==> config.mk <==
export PLATFORM = sky130hd
export DESIGN_NAME = red_eye_pixel_correct_core
export DESIGN_NICKNAME = d
export VERILOG_FILES = /design/src/design/rep_pkg.sv /design/src/design/red_eye_pixel_correct_core.sv /design/src/design/rep_cfg_regs.sv /design/src/design/rep_classify.sv
export SDC_FILE = /design/constraint.sdc
export NUM_CORES = 2
export LEC_CHECK = 0
export BUFFER_PORTS_ARGS = -buffer_cell sky130_fd_sc_hd__buf_2
export CAP_MARGIN = 10
export CORE_MARGIN = 2
export CORE_UTILIZATION = 50
export CTS_BUF_LIST = sky130_fd_sc_hd__clkbuf_8
export DETAILED_ROUTE_END_ITERATION = 10
export HOLD_SLACK_MARGIN = 0.12
export PLACE_DENSITY = 0.73
export SLEW_MARGIN = 20
export SYNTH_ARGS = -nofsm -noshare
export SYNTH_HDL_FRONTEND = slang
export SYNTH_SLANG_ARGS = --single-unit
==> constraint.sdc <==
create_clock -name clk -period 8.4 [get_ports clk]
set_input_delay 0.84 -clock clk [delete_from_list [all_inputs] [get_ports clk]]
set_output_delay 0.84 -clock clk [all_outputs]
set_load 0.02 [all_outputs]
==> src/design/rep_pkg.sv <==
// Shared types and codes for the red-eye pixel correction core.
package rep_pkg;

    localparam int CFG_INDEX_W = 3;
    localparam int CFG_DATA_W  = 8;

    localparam logic [CFG_INDEX_W-1:0] REG_METHOD_SELECT = 3'd0;
    localparam logic [CFG_INDEX_W-1:0] REG_RED_MIN       = 3'd1;
    localparam logic [CFG_INDEX_W-1:0] REG_OTHER_MAX     = 3'd2;
    localparam logic [CFG_INDEX_W-1:0] REG_HUE_LOW       = 3'd3;
    localparam logic [CFG_INDEX_W-1:0] REG_HUE_HIGH      = 3'd4;
    localparam logic [CFG_INDEX_W-1:0] REG_SAT_MIN       = 3'd5;
    localparam logic [CFG_INDEX_W-1:0] REG_VAL_MIN       = 3'd6;

    localparam logic [1:0] METHOD_RGB   = 2'd0;
    localparam logic [1:0] METHOD_RATIO = 2'd1;
    localparam logic [1:0] METHOD_HSV   = 2'd2;

    typedef struct packed {
        logic [1:0] method_select;
        logic [7:0] red_min;
        logic [7:0] other_max;
        logic [7:0] hue_low;
        logic [7:0] hue_high;
        logic [7:0] sat_min;
        logic [7:0] val_min;
    } cfg_t;

    typedef struct packed {
        logic [7:0] blue;
        logic [7:0] green;
        logic [7:0] red;
        logic       eye;
    } pix_t;

endpackage

==> src/design/red_eye_pixel_correct_core.sv <==
// Pipeline: five register stages, s1 to s4 in rep_classify and then the output register.
// Throughput: one word per clock; the whole pipeline holds while out_stall holds a word.
// in_stall is high only while an output word is waiting and out_stall is high.
// Reset clears all valid bits and loads the registers with their default thresholds.
// Top level of the red-eye pixel correction core.
module red_eye_pixel_correct_core
    import rep_pkg::*;
(
    input  logic                   clk,
    input  logic                   rst_n,
    input  logic                   in_valid,
    output logic                   in_stall,
    input  logic [7:0]             in_blue,
    input  logic [7:0]             in_green,
    input  logic [7:0]             in_red,
    input  logic                   in_eye,
    output logic                   out_valid,
    input  logic                   out_stall,
    output logic [7:0]             out_blue,
    output logic [7:0]             out_green,
    output logic [7:0]             out_red,
    output logic                   was_red,
    input  logic                   cfg_write,
    input  logic [CFG_INDEX_W-1:0] cfg_index,
    input  logic [CFG_DATA_W-1:0]  cfg_data
);

    cfg_t       cfg;
    pix_t       in_pix;
    logic       advance;
    logic       cls_valid;
    pix_t       cls_pix;
    logic       cls_is_red;
    logic       fix;
    logic [8:0] grey_sum;
    logic [7:0] grey;

    logic       out_valid_reg;
    pix_t       out_pix_reg;
    logic       was_red_reg;
    pix_t       out_pix_next;

    assign advance = !(out_valid_reg && out_stall);
    assign in_stall = !advance;

    assign in_pix.blue  = in_blue;
    assign in_pix.green = in_green;
    assign in_pix.red   = in_red;
    assign in_pix.eye   = in_eye;

    rep_cfg_regs u_cfg (
        .clk       (clk),
        .rst_n     (rst_n),
        .cfg_write (cfg_write),
        .cfg_index (cfg_index),
        .cfg_data  (cfg_data),
        .cfg       (cfg)
    );

    rep_classify u_classify (
        .clk        (clk),
        .rst_n      (rst_n),
        .advance    (advance),
        .in_load    (in_valid),
        .in_pix     (in_pix),
        .cfg        (cfg),
        .out_valid  (cls_valid),
        .out_pix    (cls_pix),
        .out_is_red (cls_is_red)
    );

    always_comb
    begin
        fix      = cls_is_red && cls_pix.eye;
        grey_sum = {1'b0, cls_pix.green} + {1'b0, cls_pix.blue};
        grey     = grey_sum[8:1];
        out_pix_next = cls_pix;
        if (fix)
        begin
            out_pix_next.blue  = grey;
            out_pix_next.green = grey;
            out_pix_next.red   = grey;
        end
    end

    always_ff @(posedge clk or negedge rst_n)
    begin
        if (!rst_n)
        begin
            out_valid_reg <= 1'b0;
        end
        else if (advance)
        begin
            out_valid_reg <= cls_valid;
        end
    end

    always_ff @(posedge clk)
    begin
        if (advance)
        begin
            out_pix_reg <= out_pix_next;
            was_red_reg <= fix;
        end
    end

    assign out_valid = out_valid_reg;
    assign out_blue  = out_pix_reg.blue;
    assign out_green = out_pix_reg.green;
    assign out_red   = out_pix_reg.red;
    assign was_red   = was_red_reg;

endmodule

==> src/design/rep_cfg_regs.sv <==
// Configuration register file of the red-eye pixel correction core.
module rep_cfg_regs
    import rep_pkg::*;
(
    input  logic                   clk,
    input  logic                   rst_n,
    input  logic                   cfg_write,
    input  logic [CFG_INDEX_W-1:0] cfg_index,
    input  logic [CFG_DATA_W-1:0]  cfg_data,
    output cfg_t                   cfg
);

    cfg_t cfg_reg;
    cfg_t cfg_next;

    always_comb
    begin
        cfg_next = cfg_reg;
        if (cfg_write)
        begin
            case (cfg_index)
                REG_METHOD_SELECT: cfg_next.method_select = cfg_data[1:0];
                REG_RED_MIN:       cfg_next.red_min       = cfg_data;
                REG_OTHER_MAX:     cfg_next.other_max     = cfg_data;
                REG_HUE_LOW:       cfg_next.hue_low       = cfg_data;
                REG_HUE_HIGH:      cfg_next.hue_high      = cfg_data;
                REG_SAT_MIN:       cfg_next.sat_min       = cfg_data;
                REG_VAL_MIN:       cfg_next.val_min       = cfg_data;
                default:           cfg_next = cfg_reg;
            endcase
        end
    end

    always_ff @(posedge clk or negedge rst_n)
    begin
        if (!rst_n)
        begin
            cfg_reg.method_select <= METHOD_RGB;
            cfg_reg.red_min       <= 8'd150;
            cfg_reg.other_max     <= 8'd100;
            cfg_reg.hue_low       <= 8'd10;
            cfg_reg.hue_high      <= 8'd160;
            cfg_reg.sat_min       <= 8'd100;
            cfg_reg.val_min       <= 8'd100;
        end
        else
        begin
            cfg_reg <= cfg_next;
        end
    end

    assign cfg = cfg_reg;

endmodule

==> src/design/rep_classify.sv <==
// Four-stage red classification pipeline: input, HSV terms, products, compares.
module rep_classify
    import rep_pkg::*;
(
    input  logic clk,
    input  logic rst_n,
    input  logic advance,
    input  logic in_load,
    input  pix_t in_pix,
    input  cfg_t cfg,
    output logic out_valid,
    output pix_t out_pix,
    output logic out_is_red
);

    // stage 1: raw pixel
    logic s1_valid_reg;
    pix_t s1_pix_reg;

    // stage 2: max, delta, hue numerator, simple methods
    logic              s2_valid_reg;
    pix_t              s2_pix_reg;
    logic [7:0]        s2_v_reg;
    logic [7:0]        s2_d_reg;
    logic signed [11:0] s2_num_reg;
    logic              s2_rgb_red_reg;
    logic              s2_ratio_red_reg;
    logic [7:0]        s2_v_next;
    logic [7:0]        s2_d_next;
    logic signed [11:0] s2_num_next;
    logic              s2_rgb_red_next;
    logic              s2_ratio_red_next;

    // stage 3: hue dividend and threshold products
    logic               s3_valid_reg;
    pix_t               s3_pix_reg;
    logic               s3_rgb_red_reg;
    logic               s3_ratio_red_reg;
    logic               s3_d_zero_reg;
    logic               s3_val_ok_reg;
    logic signed [18:0] s3_n_reg;
    logic [14:0]        s3_n120_reg;
    logic signed [19:0] s3_lo_a_reg;
    logic signed [19:0] s3_lo_b_reg;
    logic signed [19:0] s3_hi_a_reg;
    logic signed [19:0] s3_hi_b_reg;
    logic [16:0]        s3_s_num_reg;
    logic [16:0]        s3_s_den_reg;
    logic signed [18:0] s3_n_next;
    logic [14:0]        s3_n120_next;
    logic signed [19:0] s3_lo_a_next;
    logic signed [19:0] s3_lo_b_next;
    logic signed [19:0] s3_hi_a_next;
    logic signed [19:0] s3_hi_b_next;
    logic [16:0]        s3_s_num_next;
    logic [16:0]        s3_s_den_next;

    // stage 4: decision
    logic s4_valid_reg;
    pix_t s4_pix_reg;
    logic s4_red_reg;
    logic s4_red_next;

    logic [7:0]         mx;
    logic [7:0]         mn;
    logic [9:0]         sum;
    logic signed [11:0] rs;
    logic signed [11:0] gs;
    logic signed [11:0] bs;
    logic signed [11:0] ds;
    logic signed [9:0]  twod;
    logic signed [9:0]  k_lo_a;
    logic signed [9:0]  k_lo_b;
    logic signed [9:0]  k_hi_a;
    logic signed [9:0]  k_hi_b;
    logic [8:0]         sat_p1;
    logic signed [19:0] nx;
    logic signed [19:0] n120x;
    logic               ge60;
    logic               hue_lo_hit;
    logic               hue_hi_hit;
    logic               sat_ok;
    logic               hsv_red;

    always_comb
    begin
        mx = s1_pix_reg.red;
        if (s1_pix_reg.green > mx) mx = s1_pix_reg.green;
        if (s1_pix_reg.blue > mx)  mx = s1_pix_reg.blue;
        mn = s1_pix_reg.red;
        if (s1_pix_reg.green < mn) mn = s1_pix_reg.green;
        if (s1_pix_reg.blue < mn)  mn = s1_pix_reg.blue;
        s2_v_next = mx;
        s2_d_next = mx - mn;
        rs = $signed({4'b0, s1_pix_reg.red});
        gs = $signed({4'b0, s1_pix_reg.green});
        bs = $signed({4'b0, s1_pix_reg.blue});
        ds = $signed({4'b0, s2_d_next});
        if (mx == s1_pix_reg.red)
            s2_num_next = gs - bs;
        else if (mx == s1_pix_reg.green)
            s2_num_next = bs - rs + (ds <<< 1);
        else
            s2_num_next = rs - gs + (ds <<< 2);
        sum = {2'b0, s1_pix_reg.red} + {2'b0, s1_pix_reg.green} + {2'b0, s1_pix_reg.blue};
        s2_rgb_red_next = (s1_pix_reg.red > cfg.red_min)
                       && (s1_pix_reg.green < cfg.other_max)
                       && (s1_pix_reg.blue < cfg.other_max);
        s2_ratio_red_next = (sum != 10'd0)
                         && (({4'b0, s1_pix_reg.red} * 12'd5) > ({2'b0, sum} * 12'd3));
    end

    always_comb
    begin
        twod   = $signed({1'b0, s2_d_reg, 1'b0});
        k_lo_a = $signed({2'b0, cfg.hue_low}) + 10'sd60;
        k_lo_b = $signed({2'b0, cfg.hue_low}) - 10'sd120;
        k_hi_a = $signed({2'b0, cfg.hue_high}) + 10'sd61;
        k_hi_b = $signed({2'b0, cfg.hue_high}) - 10'sd119;
        s3_lo_a_next = 20'(k_lo_a) * 20'(twod);
        s3_lo_b_next = 20'(k_lo_b) * 20'(twod);
        s3_hi_a_next = 20'(k_hi_a) * 20'(twod);
        s3_hi_b_next = 20'(k_hi_b) * 20'(twod);
        s3_n_next = 19'(s2_num_reg) * 19'sd60 + $signed({11'b0, s2_d_reg}) * 19'sd121;
        s3_n120_next = 15'({7'b0, s2_d_reg} * 15'd120);
        sat_p1 = {1'b0, cfg.sat_min} + 9'd1;
        s3_s_num_next = 17'({9'b0, s2_d_reg} * 17'd510) + {9'b0, s2_v_reg};
        s3_s_den_next = 17'({8'b0, sat_p1} * {8'b0, s2_v_reg, 1'b0});
    end

    always_comb
    begin
        nx    = 20'(s3_n_reg);
        n120x = $signed({5'b0, s3_n120_reg});
        ge60  = nx >= n120x;
        if (s3_d_zero_reg)
        begin
            hue_lo_hit = cfg.hue_low != 8'd0;
            hue_hi_hit = 1'b0;
        end
        else if (ge60)
        begin
            hue_lo_hit = !(nx >= s3_lo_a_reg);
            hue_hi_hit = nx >= s3_hi_a_reg;
        end
        else
        begin
            hue_lo_hit = !(nx >= s3_lo_b_reg);
            hue_hi_hit = nx >= s3_hi_b_reg;
        end
        sat_ok  = s3_s_num_reg >= s3_s_den_reg;
        hsv_red = (hue_lo_hit || hue_hi_hit) && sat_ok && s3_val_ok_reg;
        case (cfg.method_select)
            METHOD_RGB:   s4_red_next = s3_rgb_red_reg;
            METHOD_RATIO: s4_red_next = s3_ratio_red_reg;
            METHOD_HSV:   s4_red_next = hsv_red;
            default:      s4_red_next = 1'b0;
        endcase
    end

    always_ff @(posedge clk or negedge rst_n)
    begin
        if (!rst_n)
        begin
            s1_valid_reg <= 1'b0;
            s2_valid_reg <= 1'b0;
            s3_valid_reg <= 1'b0;
            s4_valid_reg <= 1'b0;
        end
        else if (advance)
        begin
            s1_valid_reg <= in_load;
            s2_valid_reg <= s1_valid_reg;
            s3_valid_reg <= s2_valid_reg;
            s4_valid_reg <= s3_valid_reg;
        end
    end

    always_ff @(posedge clk)
    begin
        if (advance)
        begin
            s1_pix_reg        <= in_pix;
            s2_pix_reg        <= s1_pix_reg;
            s2_v_reg          <= s2_v_next;
            s2_d_reg          <= s2_d_next;
            s2_num_reg        <= s2_num_next;
            s2_rgb_red_reg    <= s2_rgb_red_next;
            s2_ratio_red_reg  <= s2_ratio_red_next;
            s3_pix_reg        <= s2_pix_reg;
            s3_rgb_red_reg    <= s2_rgb_red_reg;
            s3_ratio_red_reg  <= s2_ratio_red_reg;
            s3_d_zero_reg     <= s2_d_reg == 8'd0;
            s3_val_ok_reg     <= (s2_v_reg > cfg.val_min) && (s2_v_reg != 8'd0);
            s3_n_reg          <= s3_n_next;
            s3_n120_reg       <= s3_n120_next;
            s3_lo_a_reg       <= s3_lo_a_next;
            s3_lo_b_reg       <= s3_lo_b_next;
            s3_hi_a_reg       <= s3_hi_a_next;
            s3_hi_b_reg       <= s3_hi_b_next;
            s3_s_num_reg      <= s3_s_num_next;
            s3_s_den_reg      <= s3_s_den_next;
            s4_pix_reg        <= s3_pix_reg;
            s4_red_reg        <= s4_red_next;
        end
    end

    assign out_valid  = s4_valid_reg;
    assign out_pix    = s4_pix_reg;
    assign out_is_red = s4_red_reg;

endmodule

# After elaboration in Yosys (flattened, before gate mapping)
# Cells that the tools add are included.
# word_totals
register_bits,355
latchBits,0
ram_bits,0
mem_bits_ro,0
in_bits,41
word_cells,138
memories,0
# classes
n_addsub,16
mul,11
div,0
n_lt_le_gt_ge,15
n_eq_ne,10
n_shift,0
muxes,12
bitwise,0
reduce_logical,24
# ops
operator,count
$ge 19x20->1,4
$mul 10x9->19,2
$mul 9x9->18,2
$gt 8x8->1,4
$lt 8x8->1,4
$mux 8,4
$sub 8x8->9,3
$mux 12,2
$mux 24,1
$add 19x19->19,1
$ge 19x16->1,1
$add 8x6->9 const B,2
$add 8x8->9,2
$sub 8x7->9 const B,2
$add 17x8->17,1
$ge 17x17->1,1
$mul 12x5->17 const B,1
$eq 8x8->1,2
$mul 8x8->16 const B,1
$mul 9x8->16,1
$reduce_bool 8->1,2
$mul 8x7->15 const B,1
$reduce_and 2->1,7
$add 12x10->12,1
22 further kinds,36

# Depth between registers and ports, before layout
# logic_depth
depth_word,8
ltp_mapped,34
depth_no_buf,31

# Modules after synthesis
# From an unflattened synthesis, not the netlist that was laid out.
# hier_totals
hier_cells,3554
hier_area_um2,36566.3
# by_module_without_submodules
mod,n_inst,cells_per_inst,area_each_um2,seq_area_each_um2
rep_classify,1,3310,33044.2,8027.7
rep_cfg_regs,1,111,2062.0,1272.5
red_eye_pixel_correct_core,1,133,1460.2,775.7

# Least setup slack after synthesis
# No wires, ideal clock.
# synth_path
path_kind,input -> output
from,input out_stall
to,output in_stall
t_arrival_ps,8307
path_slack_ps,-747
path_stages,2
cell_sequence,nand2_1 inv_1
# synth_via
elab_chain_len,1
# synth_lines
element,line_no,source
start: declaration,red_eye_pixel_correct_core.sv:18,"input logic out_stall,"
$logic_and 1x1->1,red_eye_pixel_correct_core.sv:43,assign advance = !(out_valid_reg && out_stall);
end: declaration,red_eye_pixel_correct_core.sv:12,"output logic in_stall,"
# No other way between the ends.

# Worst setup path in the final report
# layout_path
from,"register u_classify.s1_pix_reg, in the netlist u_classify.gs[6]"
to,register u_classify.s2_num_reg[10] (data pin)
# layout_via
elab_chain_len,8
word_cells_on_any_way,17
# layout_lines
element,line_no,source
start: declaration,rep_classify.sv:18,pix_t s1_pix_reg;
start signal: assignment,rep_classify.sv:183,s1_pix_reg <= in_pix;
$gt 8x8->1 / $lt 8x8->1 (equally long branches),"rep_classify.sv:88, rep_classify.sv:91",
"$mux 8, on equally long branches","rep_classify.sv:88, rep_classify.sv:91",
$gt 8x8->1 / $lt 8x8->1 (equally long branches),"rep_classify.sv:89, rep_classify.sv:92",
"$mux 8, on equally long branches","rep_classify.sv:89, rep_classify.sv:92",
$sub 8x8->8 *,rep_classify.sv:94,s2_d_next = mx - mn;
via u_classify.s2_d_next[2],rep_classify.sv:29,logic [7:0] s2_d_next;
$add 12x11->12 / $add 12x10->12 (equally long branches),"rep_classify.sv:104, rep_classify.sv:102",
$mux 12 *,rep_classify.sv:101,else if (mx == s1_pix_reg.green)
$mux 12 *,rep_classify.sv:99,if (mx == s1_pix_reg.red)
via u_classify.s2_num_next[10],rep_classify.sv:30,logic signed [11:0] s2_num_next;
end signal: assignment,rep_classify.sv:187,s2_num_reg <= s2_num_next;
end: declaration,rep_classify.sv:25,logic signed [11:0] s2_num_reg;
# Mark *: on every way through the listed nets, which the timed path passes. The rest lies on a longest branch.
# A chain may end at the register's enable or synchronous reset.

==> run_results.csv <==
group,metric,value,unit
detailed_routing,viasPerCell,5.279,
grt,grt_overflow_total,0,
timing,hold_violations,0,
place,io_buffers,67,
run_status,outcome,"finished, final reports clean",
timing,tns,0,ns
cts,root_buffer,"clkbuf_8",
critical_path,crit_fanout,8,
critical_path,startpoint_type,"flop",
detailed_routing,vias,25047,
die,ioPinCount,68,
grt,antenna_found_initial,1,
timing,period_needed,7.811,ns
place,dpl.hpwl,66450,um
timing,fin_crit_sh,92.98,%
detailed_routing,drc,0,
critical_path,slowest_stage,"o21ai_0",
yosys,syn_nets,4539,
timing,setup_viol,0,
finish,syn_to_final_growth,8.081,%
yosys,yosysWarnings,0,
die,core.rowCount,99,
yosys,yosys.area.top_type_share,23.87,%
grt,grt_max_degree,166,
hold_path,holdCritPathClass,"input port to async pin",
finish,largest_reg_flops,50,
yosys,synth_edf_count,293,
critical_path,crit_type,"flop to flop",
timing,slew_viol_final,0,
detailed_routing,drtAntennaViolNets,0,
critical_path,crit_path_max_incr_delay,0.57,ns
timing,finClkSkew,0.03560,ns
die,die_y,275.5,um
yosys,syn_area,36870,um^2
cts,cts_tree,"done",
yosys,async_reset_ff_share,15.80,%
yosys,synth_flop_cell,"edfxtp_1",
detailed_routing,initialDrtViolationCount,1405,
yosys,ys_seq_area_share,27.66,%
detailed_routing,post_drt_wl_per_cell,18.01,um
grt,first_global_vias,26053,
yosys,synth.avg_cell_area,10.18,um^2
place,place_congestion,0.9134,
critical_path,worstPathArrival,8.22,ns
timing,fmax,128.0,MHz
yosys,synth.distinct_cells,81,
yosys,synth-seq-cells,348,
job,cap_viol_max_count,0,
timing,rsz0062_at_grt,"no",
detailed_routing,firstDrtPassIters,5,
cts,cts_buffers,61,
cts,path_clk_slew,0.08,ns
cts,clock_latency,0.70,ns
grt,grt_first_pass_wirelength,137700,um
timing,relSlewSlack,22.05,%
finish,drive_gt1_share,7.768,%
cts,cts_max_level,2,
die,die_area,75920,um^2
cts,clock_sinks,348,
die,die_w,275.5,um
grt,track_usage,23.27,%
critical_path,worst_ep_required_time,8.80,ns
die,initial_utilization,50.53,%
detailed_routing,totalWireLength,85440,um
yosys,yosys.area.top_type,"edfxtp_1",
critical_path,critPathCaptureType,"flop",
timing,worst_pin_slew,1.159,ns
yosys,postSynthCellCount,3623,
cts,post_cts.repair.setup_buffers,0,
finish,final_nets,4649,
die,core,72960,um^2
finish,fillCellCount,6356,
yosys,synth_area_leaders,"edfxtp_1 (24%), ha_1 (19%), fa_1 (18%)",
cts,clock_path_buffers,3,
cts,hold_buffers,0,
-- layout by cell type, fill, tap and decap left out, types with 39 or more instances in the layout --
master | synthesis | final
buf_2 | 4 | 67
buf_4 | 0 | 39
a21oi_1 | 175 | 175
o21ai_0 | 122 | 122
o21bai_1 | 50 | 50
clkbuf_8 | 0 | 75
and2_1 | 142 | 142
inv_1 | 728 | 742
xor2_1 | 80 | 80
a21o_1 | 104 | 104
nor2_1 | 148 | 148
mux2_2 | 44 | 44
edfxtp_1 | 293 | 293
ha_1 | 552 | 552
nand2_1 | 212 | 211
nor2b_1 | 46 | 46
xnor2_1 | 183 | 183
fa_1 | 323 | 323
-- cells by family after synthesis --
kind of cell             count (synthesis)  synth area share [%]
AO/OA/AOI/OAI                          572                 9.873
adder cells (fa/ha/maj)                878                 36.36
XOR/XNOR                               267                 6.466
multiplexers                            66                 2.009
AND/OR/NAND/NOR                        700                 9.500
flip-flops                             348                 27.66
buffers and inverters                  792                 8.139
-- layout make-up --
| class | instances | area, um^2 | area share [%] |
|---|---|---|---|
| diodes | 1 | 2.502 | 0.006280 |
| clock buffers | 75 | 1032 | 2.591 |
| clock inverters | 40 | 312.8 | 0.7851 |
| inverters | 731 | 2744 | 6.886 |
| multi-input cells | 2483 | 23690 | 59.47 |
| flip-flops and latches | 348 | 10200 | 25.59 |
| well taps | 959 | 1200 | 3.011 |
| repair buffers | 108 | 663.1 | 1.664 |
-- cell usage after synthesis, types with 35 or more instances --
library cell and count:
nor2_1 148, xnor2_1 183, nor2b_1 46, ha_1 552
nand2b_1 35, a21oi_1 175, o21bai_1 50, a21o_1 104
dfrtp_1 38, and2_1 142, edfxtp_1 293, inv_1 728
mux2_2 44, nand2_1 212, fa_1 323, xor2_1 80
clkbuf_1 53, o21ai_0 122
-- critical path: cells and delay by family (launching register included) --
| kind | cells | cell delay [ns] |
|---|---|---|
| flip-flops | 1 | 0.52 |
| AO/OA/AOI/OAI | 14 | 3.34 |
| XOR/XNOR | 3 | 0.58 |
| adder cells (fa/ha/maj) | 4 | 1.16 |
| buffers and inverters | 2 | 0.22 |
| multiplexers | 3 | 1.25 |
| AND/OR/NAND/NOR | 2 | 0.46 |
-- repair_timing --
action | 4_1_cts | 5_1_grt
gates resized for setup | 0 | 1
endpoints found under the hold margin | 0 | 0
endpoints found under the setup margin | 0 | 2
-- layer usage --
layer / vias to the layer above / wire length [um] / track usage, %
li1: 12142 / - / -
met1: 12202 / 37670 / 30.43
met2: 548 / 40640 / 39.61
met3: 155 / 3878 / 3.062
met4: 0 / 3251 / 8.350
met5: - / 0 / 0
-- per-stage QoR --
step	utilization [%]	worst slack [ns]	hold slack (ns)	instances	area, um^2
floorplan	-	1.326	0.4003	3623	36870
global placement	52.74	0.7056	0.4005	4628	38480
detailed placement	52.74	0.6212	0.4045	4628	38480
CTS	54.58	0.5650	0.2574	4743	39820
global route	54.61	0.06898	0.2656	4745	39840
finish	54.61	0.5894	0.2968	4745	39840
-- worst paths after layout --
kind	from	to	slack [ns]	cells past startpoint
max in group asynchronous	rst_n	u_cfg.cfg[30]	7.61	2
max reg2reg	u_classify.gs[6]	u_classify.s2_num_reg[10]	0.59	28
min reg2reg	u_classify.s3_pix_reg[5]	u_classify.out_pix[5]	0.41	0
min	rst_n	u_cfg.cfg[4]	0.30	2
min in group clk	in_blue[0]	u_classify.bs[0]	0.31	1
max	u_classify.gs[6]	u_classify.s2_num_reg[10]	0.59	28
Power is left out: the tool's default activity adds up to more than one toggle a clock period on the data nets, which glitch-free logic cannot reach.
